--- src/rtl/core/bmsi_pkg.sv ---
package bmsi_pkg;

    localparam int MOD_W = 9;

    localparam logic [1:0] MODE_WRITE = 2'd0;
    localparam logic [1:0] MODE_TICK  = 2'd1;
    localparam logic [1:0] MODE_CPU   = 2'd2;
    localparam logic [1:0] MODE_VIDEO = 2'd3;

    localparam logic [15:0] DECODE_MASK     = 16'hE001;
    localparam logic [15:0] REG_BANK_SELECT = 16'h8000;
    localparam logic [15:0] REG_BANK_DATA   = 16'h8001;
    localparam logic [15:0] REG_MIRROR      = 16'hA000;
    localparam logic [15:0] REG_IRQ_LATCH   = 16'hC000;
    localparam logic [15:0] REG_IRQ_CLEAR   = 16'hC001;
    localparam logic [15:0] REG_IRQ_DISABLE = 16'hE000;
    localparam logic [15:0] REG_IRQ_ENABLE  = 16'hE001;

    localparam logic [1:0] CFG_PRG_BANKS   = 2'd0;
    localparam logic [1:0] CFG_CHR_BANKS   = 2'd1;
    localparam logic [1:0] CFG_FOUR_SCREEN = 2'd2;

    localparam logic [2:0] FIRST_PRG_REG = 3'd6;

    typedef struct packed {
        logic [1:0]  mode;
        logic [15:0] addr;
        logic [7:0]  data;
    } in_item_t;

    typedef struct packed {
        logic        irq_pending;
        logic        horizontal_mirror;
        logic [18:0] prg_rom_offset;
        logic [17:0] chr_rom_offset;
    } out_item_t;

    typedef struct packed {
        logic             go;
        logic [7:0]       value;
        logic [MOD_W-1:0] modulus;
    } mod_req_t;

    typedef struct packed {
        logic       done;
        logic [7:0] rem;
    } mod_resp_t;

endpackage

--- src/rtl/core/bank_mapper_with_scanline_irq.sv ---
// Bank mapper with scanline interrupt counter.
// Input channel: an item (mode, addr, data) transfers at a clock edge where
// start is high and busy is low. Modes: register write, scanline tick,
// CPU address translation, video address translation.
// Output channel: each item yields one result, shown on result for exactly
// one cycle while done is high. The receiver cannot stall; a result not taken
// in that cycle is lost.
// For every item except a bank-data register write, the result is registered
// at the accepting edge and appears in the cycle after it.
// A bank-data write reduces the byte modulo the ROM bank count in a shared
// restoring remainder unit, one quotient bit per cycle over eight iterations;
// busy stays high until the remainder unit finishes and the result is shown.
// Throughput: one item per cycle, none while a bank-data write is busy.
// Configuration: cfg_we, cfg_index, cfg_data write a register at once; write
// only while the block is idle. Index 0 program banks, 1 character banks,
// 2 four-screen.
// Reset clears all bank, select, mirroring and interrupt state and loads the
// configuration defaults (two program banks, one character bank).
module bank_mapper_with_scanline_irq
    import bmsi_pkg::*;
#(
    parameter int MAX_PRG_BANKS = 32,
    parameter int MAX_CHR_BANKS = 32
)
(
    input  logic       clk,
    input  logic       rst_n,
    input  logic       start,
    output logic       busy,
    input  in_item_t   item,
    output logic       done,
    output out_item_t  result,
    input  logic       cfg_we,
    input  logic [1:0] cfg_index,
    input  logic [5:0] cfg_data
);

    typedef enum logic [1:0] {
        ST_IDLE = 2'b01,
        ST_DIV  = 2'b10
    } state_t;

    state_t     state_reg;
    state_t     state_next;

    logic [5:0] prg_cfg_reg;
    logic [5:0] chr_cfg_reg;
    logic       four_screen_reg;

    logic [7:0] bank_select_reg;
    logic [7:0] bank_select_next;
    logic [7:0] bank_regs_reg [8];
    logic [7:0] reload_reg;
    logic [7:0] reload_next;
    logic [7:0] count_reg;
    logic [7:0] count_next;
    logic       enabled_reg;
    logic       enabled_next;
    logic       irq_flag_reg;
    logic       irq_flag_next;
    logic       mirror_reg;
    logic       mirror_next;
    logic [2:0] idx_reg;

    logic       done_reg;
    logic       done_next;
    out_item_t  result_reg;
    out_item_t  result_next;

    logic       accept;
    logic       go;
    logic [15:0] dec;
    logic [5:0] prg_count;
    logic [5:0] chr_count;
    logic [6:0] second_last;
    logic [5:0] prg_bank;
    logic [2:0] chr_win;
    logic [2:0] chr_idx;
    logic [7:0] chr_reg;
    logic [18:0] prg_off;
    logic [17:0] chr_off;
    mod_req_t   mod_req;
    mod_resp_t  mod_resp;

    assign accept = start && (state_reg == ST_IDLE);
    assign dec    = item.addr & DECODE_MASK;
    assign go     = accept && (item.mode == MODE_WRITE) && (dec == REG_BANK_DATA);
    assign busy   = (state_reg != ST_IDLE);

    always_comb
    begin
        if (prg_cfg_reg == 6'd0)
        begin
            prg_count = 6'd1;
        end
        else if (prg_cfg_reg > 6'(MAX_PRG_BANKS))
        begin
            prg_count = 6'(MAX_PRG_BANKS);
        end
        else
        begin
            prg_count = prg_cfg_reg;
        end
        if (chr_cfg_reg == 6'd0)
        begin
            chr_count = 6'd1;
        end
        else if (chr_cfg_reg > 6'(MAX_CHR_BANKS))
        begin
            chr_count = 6'(MAX_CHR_BANKS);
        end
        else
        begin
            chr_count = chr_cfg_reg;
        end
    end

    always_comb
    begin
        mod_req.go = go;
        mod_req.value = item.data;
        if (bank_select_reg[2:0] < FIRST_PRG_REG)
        begin
            mod_req.modulus = {chr_count, 3'b000};
        end
        else
        begin
            mod_req.modulus = {2'b00, prg_count, 1'b0};
        end
    end

    bmsi_mod_unit u_mod
    (
        .clk   (clk),
        .rst_n (rst_n),
        .req   (mod_req),
        .resp  (mod_resp)
    );

    always_comb
    begin
        second_last = {prg_count, 1'b0} - 7'd2;
        case (item.addr[14:13])
            2'd0:
            begin
                prg_bank = bank_select_reg[6] ? second_last[5:0] : bank_regs_reg[6][5:0];
            end
            2'd1:
            begin
                prg_bank = bank_regs_reg[7][5:0];
            end
            2'd2:
            begin
                prg_bank = bank_select_reg[6] ? bank_regs_reg[6][5:0] : second_last[5:0];
            end
            default:
            begin
                prg_bank = second_last[5:0] + 6'd1;
            end
        endcase
        prg_off = {prg_bank, item.addr[12:0]};

        chr_win = item.addr[12:10] ^ {bank_select_reg[7], 2'b00};
        if (!chr_win[2])
        begin
            chr_idx = {2'b00, chr_win[1]};
        end
        else
        begin
            chr_idx = {1'b0, chr_win[1:0]} + 3'd2;
        end
        chr_reg = bank_regs_reg[chr_idx];
        if (!chr_win[2])
        begin
            chr_off = {chr_reg[7:1], chr_win[0], item.addr[9:0]};
        end
        else
        begin
            chr_off = {chr_reg, item.addr[9:0]};
        end
    end

    always_comb
    begin
        state_next       = state_reg;
        bank_select_next = bank_select_reg;
        reload_next      = reload_reg;
        count_next       = count_reg;
        enabled_next     = enabled_reg;
        irq_flag_next    = irq_flag_reg;
        mirror_next      = mirror_reg;
        done_next        = 1'b0;
        result_next      = result_reg;

        if (state_reg == ST_DIV)
        begin
            if (mod_resp.done)
            begin
                state_next = ST_IDLE;
                done_next = 1'b1;
                result_next.irq_pending = irq_flag_reg;
                result_next.horizontal_mirror = mirror_reg;
                result_next.prg_rom_offset = '0;
                result_next.chr_rom_offset = '0;
            end
        end
        else if (accept)
        begin
            result_next.prg_rom_offset = '0;
            result_next.chr_rom_offset = '0;
            case (item.mode)
                MODE_WRITE:
                begin
                    case (dec)
                        REG_BANK_SELECT: bank_select_next = item.data;
                        REG_BANK_DATA:   state_next = ST_DIV;
                        REG_MIRROR:
                        begin
                            if (!four_screen_reg)
                            begin
                                mirror_next = item.data[0];
                            end
                        end
                        REG_IRQ_LATCH:   reload_next = item.data;
                        REG_IRQ_CLEAR:   count_next = '0;
                        REG_IRQ_DISABLE:
                        begin
                            enabled_next = 1'b0;
                            irq_flag_next = 1'b0;
                        end
                        REG_IRQ_ENABLE:  enabled_next = 1'b1;
                        default:         ;
                    endcase
                end
                MODE_TICK:
                begin
                    if (count_reg == 8'd0)
                    begin
                        count_next = reload_reg;
                    end
                    else
                    begin
                        count_next = count_reg - 8'd1;
                    end
                    if ((count_next == 8'd0) && enabled_reg)
                    begin
                        irq_flag_next = 1'b1;
                    end
                end
                MODE_CPU:
                begin
                    result_next.prg_rom_offset = prg_off;
                end
                MODE_VIDEO:
                begin
                    result_next.chr_rom_offset = chr_off;
                end
                default: ;
            endcase
            done_next = !go;
            result_next.irq_pending = irq_flag_next;
            result_next.horizontal_mirror = mirror_next;
        end
    end

    always_ff @(posedge clk or negedge rst_n)
    begin
        if (!rst_n)
        begin
            state_reg       <= ST_IDLE;
            prg_cfg_reg     <= 6'd2;
            chr_cfg_reg     <= 6'd1;
            four_screen_reg <= 1'b0;
            bank_select_reg <= '0;
            reload_reg      <= '0;
            count_reg       <= '0;
            enabled_reg     <= 1'b0;
            irq_flag_reg    <= 1'b0;
            mirror_reg      <= 1'b0;
            done_reg        <= 1'b0;
            idx_reg         <= '0;
            for (int i = 0; i < 8; i++)
            begin
                bank_regs_reg[i] <= '0;
            end
        end
        else
        begin
            state_reg       <= state_next;
            bank_select_reg <= bank_select_next;
            reload_reg      <= reload_next;
            count_reg       <= count_next;
            enabled_reg     <= enabled_next;
            irq_flag_reg    <= irq_flag_next;
            mirror_reg      <= mirror_next;
            done_reg        <= done_next;
            if (go)
            begin
                idx_reg <= bank_select_reg[2:0];
            end
            if ((state_reg == ST_DIV) && mod_resp.done)
            begin
                bank_regs_reg[idx_reg] <= mod_resp.rem;
            end
            if (cfg_we)
            begin
                case (cfg_index)
                    CFG_PRG_BANKS:   prg_cfg_reg <= cfg_data;
                    CFG_CHR_BANKS:   chr_cfg_reg <= cfg_data;
                    CFG_FOUR_SCREEN: four_screen_reg <= cfg_data[0];
                    default:         ;
                endcase
            end
        end
    end

    always_ff @(posedge clk)
    begin
        result_reg <= result_next;
    end

    assign done   = done_reg;
    assign result = result_reg;

    a_mod_done_in_div: assert property (@(posedge clk) disable iff (!rst_n)
        mod_resp.done |-> (state_reg == ST_DIV))
        else $error("remainder unit finished outside a bank-data transfer");

    a_done_source: assert property (@(posedge clk) disable iff (!rst_n)
        done_reg |-> ($past(accept && !go) || $past((state_reg == ST_DIV) && mod_resp.done)))
        else $error("result strobe without a completed transfer");

    a_irq_from_tick: assert property (@(posedge clk) disable iff (!rst_n)
        $rose(irq_flag_reg) |-> $past(accept && (item.mode == MODE_TICK)))
        else $error("interrupt raised without a scanline tick");

    a_go_starts_div: assert property (@(posedge clk) disable iff (!rst_n)
        go |=> (state_reg == ST_DIV))
        else $error("bank-data write did not enter the remainder sequence");

endmodule

--- src/rtl/core/bmsi_mod_unit.sv ---
module bmsi_mod_unit
    import bmsi_pkg::*;
(
    input  logic      clk,
    input  logic      rst_n,
    input  mod_req_t  req,
    output mod_resp_t resp
);

    logic             busy_reg;
    logic             done_reg;
    logic [2:0]       cnt_reg;
    logic [7:0]       div_reg;
    logic [7:0]       rem_reg;
    logic [MOD_W-1:0] mod_reg;
    logic [8:0]       trial;
    logic [7:0]       rem_next;

    always_comb
    begin
        trial = {rem_reg, div_reg[7]};
        if (trial >= mod_reg)
        begin
            rem_next = 8'(trial - mod_reg);
        end
        else
        begin
            rem_next = trial[7:0];
        end
    end

    always_ff @(posedge clk or negedge rst_n)
    begin
        if (!rst_n)
        begin
            busy_reg <= 1'b0;
            done_reg <= 1'b0;
            cnt_reg  <= '0;
        end
        else
        begin
            done_reg <= busy_reg && (cnt_reg == 3'd7);
            if (req.go)
            begin
                busy_reg <= 1'b1;
                cnt_reg  <= '0;
            end
            else if (busy_reg)
            begin
                cnt_reg <= cnt_reg + 3'd1;
                if (cnt_reg == 3'd7)
                begin
                    busy_reg <= 1'b0;
                end
            end
        end
    end

    always_ff @(posedge clk)
    begin
        if (req.go)
        begin
            div_reg <= req.value;
            rem_reg <= '0;
            mod_reg <= req.modulus;
        end
        else if (busy_reg)
        begin
            div_reg <= {div_reg[6:0], 1'b0};
            rem_reg <= rem_next;
        end
    end

    assign resp.done = done_reg;
    assign resp.rem  = rem_reg;

endmodule

--- config.mk ---
export PLATFORM = sky130hd
export DESIGN_NAME = bank_mapper_with_scanline_irq
export DESIGN_NICKNAME = d
export VERILOG_FILES = /design/src/rtl/core/bmsi_pkg.sv /design/src/rtl/core/bank_mapper_with_scanline_irq.sv /design/src/rtl/core/bmsi_mod_unit.sv
export SDC_FILE = /design/constraint.sdc
export NUM_CORES = 1
export LEC_CHECK = 0
export BUFFER_PORTS_ARGS = -buffer_cell sky130_fd_sc_hd__buf_2
export CAP_MARGIN = 20
export CORE_ASPECT_RATIO = 1.75
export CORE_MARGIN = 2
export CORE_UTILIZATION = 55
export CTS_BUF_LIST = sky130_fd_sc_hd__clkbuf_4 sky130_fd_sc_hd__clkbuf_8
export DETAILED_ROUTE_END_ITERATION = 8
export PLACE_DENSITY = 0.86
export REMOVE_ABC_BUFFERS = 1
export SKIP_CTS_REPAIR_TIMING = 1
export SYNTH_ARGS = -nofsm -noshare
export SYNTH_HDL_FRONTEND = slang
export SYNTH_SLANG_ARGS = --single-unit
--- constraint.sdc ---
create_clock -name clk -period 4.2 [get_ports clk]
set_input_delay 0.21 -clock clk [delete_from_list [all_inputs] [get_ports clk]]
set_output_delay 0.21 -clock clk [all_outputs]
set_load 0.05 [all_outputs]
* Word level (Yosys, flattened, before mapping)
Cells that the tools add are included.
Storage, ports and cells: memories 0, input bits 38, bits in writable memories 0, register bits after elaboration 179, latch bits 0, word-level logic and storage cells 154, ROM bits 0
Cells by class: bitwise operators 5, multiplexer cells 50, shift operators 0, $lt $le $gt $ge 7, eq/ne operators 20, div/mod/pow operators 0, add/subtract/negate cells 6, reductions and logical operators 33, $mul 0
Operators by type and width (count):
- 39-bit 2-to-1 mux | 3
- 8-bit 2-to-1 mux | 11
- 64-bit bitwise mux | 1
- 6-bit 2-to-1 mux | 5
- 4-bit == test, second input constant | 7
- 8-bit binary-select mux with 3-bit select | 1
- 8-bit demux with 3-bit select | 1
- 4-bit AND reduction | 5
- 19-bit 2-to-1 mux | 1
- 18-bit 2-to-1 mux | 1
- 6-bit case mux with 3 select lines | 1
- 8-bit zero test | 2
- 8-bit case mux with 2 select lines | 1
- 6-bit greater-than comparator, second input constant | 2
- 6-bit zero test | 2
- 2-bit nonzero test | 6
- 1-bit 2-to-1 mux | 11
- 11-bit 2-to-1 mux | 1
- 2-bit == test, second input constant | 5
- 2-bit 2-to-1 mux | 5
- 2-bit AND reduction | 5
- 9-bit greater-or-equal comparator | 1
- 3-bit 2-to-1 mux | 3
- 2-bit by 1-bit == test with 1-bit output, second input constant | 4
- 22 further kinds | 36

* Logic depth before layout (Yosys ltp)
depth in word-level cells 11, depth in mapped cells 10, mapped depth without buffers 9

* Hierarchy
A second synthesis with hierarchy kept.
Unflattened totals: cell total of the unflattened synthesis 698, area, all modules 8227.9 um2
By module, submodules not included:
- bank_mapper_with_scanline_irq | cells an instance 543, times used 1, area each 6545.0 um2, seq. area each 3702.3 um2
- bmsi_mod_unit | cells an instance 155, times used 1, area each 1682.9 um2, seq. area each 795.8 um2

* Worst setup path after synthesis
OpenSTA, ideal clock, no wires.
path kind reg-to-reg, from reg u_mod.rem_reg[0], to reg u_mod.rem_reg[7], path slack 1.804 ns, required time 4.126 ns, stages on the path, launching flop included 10, arrival 2.322 ns, clock period less this slack 2.396 ns, path through dfxtp_1 inv_1 ha_1 fa_1 nor2b_1 o31a_1 o31a_1 o22ai_2 or4_1 a31oi_1
On the way: longest elaborated chain between the ends 2, elaborated cells on any way between the ends 3
RTL lines:
- start: declaration | line bmsi_mod_unit.sv:14 | logic [7:0] rem_reg;
- start signal: assignment | line bmsi_mod_unit.sv:70 | rem_reg <= rem_next;
- 8-bit subtractor / 9-bit greater-or-equal comparator (equally long branches) | line bmsi_mod_unit.sv:24, bmsi_mod_unit.sv:22
- 8-bit 2-to-1 mux (*) | line bmsi_mod_unit.sv:22 | if (trial >= mod_reg)
Mark *: on every way between the ends. The rest lies on a longest branch, timed or not. A chain may end at the register's enable or synchronous reset.

* Final worst setup path
Ends and elaborated chain as after synthesis.

==> run_results.csv <==
group,metric,value,unit
status,outcome,"complete, no violations",
grt,antenna_found_initial,0,
cts,cts.sinks,169,
placed_design,port-buffer-count,78,
synthesis,synthXorXnorAreaFrac,0.00771,
drt,routed_wire_length_per_instance,18.7,µm
grt,grt_pass1_vias,5763,
worst_setup_path,critical_path.reg2reg.startpoint,"u_mod.rem_reg[0]$_SDFFE_PP0P_",
worst_setup_path,end_kind,"flop",
synthesis,yosys.area_share.adder,0.0230,
synthesis,synth_ff_type,"sky130_fd_sc_hd__dfrtp_1",
sta,slew-limit-headroom,0.377,
power_and_ir_drop,p_leak,3.87,nW
synthesis,synth.top_cells.by_area,"sky130_fd_sc_hd__dfrtp_1 (32%), sky130_fd_sc_hd__edfxtp_1 (21%), sky130_fd_sc_hd__mux2_2 (11%), sky130_fd_sc_hd__nand2_1 (3.5%), sky130_fd_sc_hd__mux2i_1 (2.9%)",
layout,share_of_post_route_cells_with_drive_strength_above_1,0.285,
drt,first_drt_iteration_drcs,362,
worst_hold_path,min-delay-path-class,"input pin to flop",
drt,wl,17.5,mm
worst_setup_path,reg2reg_setup_slack,1.47,ns
grt,grt_start_max_net_pins,81,
worst_setup_path,data_arrival_time_of_the_worst_path,3.10,ns
cts,htreeDepth,4,
sta,final-setup-viol-count,0,
layout,area_growth,12.8,%
synthesis,synth_simple_gate_area_frac,0.140,
cts,insertion_delay,0.45,ns
sta,rsz0062_at_grt,"no",
synthesis,synth_edf_count,55,
layout,fin_nets,797,
worst_setup_path,crit_start,"u_mod.rem_reg[0]$_SDFFE_PP0P_",
job,drv_cap,0,
synthesis,muxShareOfSynthArea,0.155,
floorplanning,die_w,94.9,µm
synthesis,synthesis.area,7950,µm²
worst_hold_path,launch_instance_of_the_worst_min_delay_path,"item[3]",
grt,grt_use_total,0.236,
grt,global_route_wire_length_before_repair,27.9,mm
sta,final_clock_skew,0.0124,ns
placed_design,place_area,8490,µm²
placed_design,placed_instance_count,903,
drt,antenna_violating_nets_post_route,0,
sta,finalCritPeriodShare,0.649,
floorplanning,dieHeight,163,µm
synthesis,synth_top_family_by_area,"multiplexers",
synthesis,synthesis.area_per_instance,11.9,µm²
sta,final_hold_viol_count,0,
sta,fmax,0.367,GHz
cts,tritoncts,"done",
synthesis,synth_seq_area_share,0.562,
placed_design,gp_congestion,0.923,
sta,drv_slew,0,
layout,multiInputGateArea,3280,µm²
cts,cts_root_buffer,"sky130_fd_sc_hd__clkbuf_8",
sta,worst-slew-pin-transition,0.931,ns
layout,largest_reg_flops,58,
sta,final.setup.tns,0,ns
power_and_ir_drop,totalPowerFinal,3.21,mW
worst_setup_path,setup.worst_path.start_class,"flop",
layout,most-common-layout-cells,"sky130_fd_sc_hd__dfrtp_1 (103), sky130_fd_sc_hd__mux2_2 (81), sky130_fd_sc_hd__buf_2 (77)",
cts,cts.reportedPaths.clkPinSlew,0.09,ns
placed_design,dp_worst_setup_slack,1.50,ns
layout,n_antenna_cell,0,
layout,most_common_cell_after_layout_fill_and_taps_aside,"sky130_fd_sc_hd__dfrtp_1",
drt,drcViolationCount,0,
worst_setup_path,critPathMaxFanout,10,
cts,cts-buffers-inserted,17,
cts,cts_max_path_buffers,2,
drt,initial_drt_pass_iterations,6,
layout,layout.cell_area.non_filler,8970,µm²
synthesis,postSynthCellCount,669,
floorplanning,initial_utilization,0.559,
synthesis,compound_gate_portion_of_the_synthesized_area,0.0867,
floorplanning,design.die.area,15500,µm²
grt,gr-total-overflow,0,
synthesis,yosysTopAreaCell,"sky130_fd_sc_hd__dfrtp_1",
layout,layout.cells.non_filler,938,
synthesis,synth_warnings,0,
placed_design,dp.final_hpwl,12.7,mm
synthesis,ys_async_sr_fraction,0.627,
floorplanning,coreArea,14200,µm²
sta,final_period_minus_worst_setup_slack,2.73,ns
synthesis,yosysUniqueCellTypes,63,
worst_setup_path,cp_data_required_time,4.58,ns
synthesis,ys_seq_elements,169,
sta,worst_slack,1.47,ns
layout,regArea,4470,µm²
floorplanning,num_io_pins,79,
power_and_ir_drop,power.density_cell_area,358,nW/µm²
layout,num-fill-cells,1077,
synthesis,fraction_of_post_synthesis_cell_area_in_the_top_cell_type_by_area,0.324,
drt,via_per_inst,6.01,
drt,detailroute.via_count,5639,
floorplanning,row_count,58,
power_and_ir_drop,ir_worst_vdd,0.000226,V
worst_setup_path,worstSetupPathType,"flop to flop",
## cell usage after synthesis, drive strengths merged, types with 9 or more instances
| master | instances |
|---|---|
| inv | 19 |
| ha | 13 |
| nand2 | 74 |
| a21oi | 19 |
| clkbuf | 22 |
| o21ai | 38 |
| mux2i | 23 |
| and2 | 27 |
| mux2 | 81 |
| nor3 | 11 |
| nand3 | 9 |
| dfrtp | 103 |
| edfxtp | 55 |
| nand2b | 10 |
| nor2 | 36 |
## stage by stage
stage | hold WS [ns] | util
after global placement | 0.403 | 0.597
after detailed placement | 0.425 | 0.597
after global routing | 0.000858 | 0.630
after CTS | -0.0706 | 0.627
after floorplan | -0.0856 | -
final | 0.0196 | 0.630
## area by class of cell
type | count | share of cell area
well taps | 180 | 0.0251
inverters | 19 | 0.00795
multi-input cells | 451 | 0.366
repair buffers | 87 | 0.0541
clock buffers | 17 | 0.0261
flip-flops and latches | 169 | 0.498
clock inverters | 15 | 0.0222
## critical path, cell delays in order (launching register included)
cell	delay, ns
sky130_fd_sc_hd__dfxtp_1	0.44
sky130_fd_sc_hd__inv_1	0.11
sky130_fd_sc_hd__ha_1	0.24
sky130_fd_sc_hd__fa_1	0.42
sky130_fd_sc_hd__nor2b_1	0.16
sky130_fd_sc_hd__o31a_1	0.19
sky130_fd_sc_hd__o31a_1	0.20
sky130_fd_sc_hd__o22ai_2	0.20
sky130_fd_sc_hd__or4_1	0.54
sky130_fd_sc_hd__a31oi_1	0.16
## logic make-up (layout without fill, tap and decap cells)
family / Yosys count / after routing
adders and majority gates: 14 / 14
buffers and inverters: 49 / 138
xor gates and xnor gates: 7 / 7
and+or+nand+nor: 217 / 217
AOI/OAI and AO/OA: 105 / 105
muxes: 108 / 108
DFF: 169 / 169
## worst paths after layout
check,end,cells after the start
max,u_mod.rem_reg[7]$_SDFFE_PP0P_,9
min,reload_reg[3]$_DFFE_PN0P_,2
max reg2reg,u_mod.rem_reg[7]$_SDFFE_PP0P_,9
min reg2reg,idx_reg[0]$_DFFE_PN0P_,2
max in group asynchronous,chr_cfg_reg[0]$_DFFE_PN1P_,3
min in group asynchronous,count_reg[5]$_DFFE_PN0P_,2
## report_power, final
part | internal, mW | total [mW] | switching, mW | leakage, nW
logic | 0.0925 | 0.208 | 0.116 | 1.73
registers | 1.72 | 1.75 | 0.0285 | 1.92
clock network | 0.650 | 1.25 | 0.597 | 0.212
## metal layers
metal  vias up  share of wire  wire length, µm  track usage
met1      2807           0.37             6470        0.260
met4         0          0.040              696        0.122
li1       2572              -                -            -
met2       209           0.55             9700        0.430
met3        51          0.037              648       0.0346
met5         -              0                0            0
Note: power is estimated with default switching activity, not from simulation.
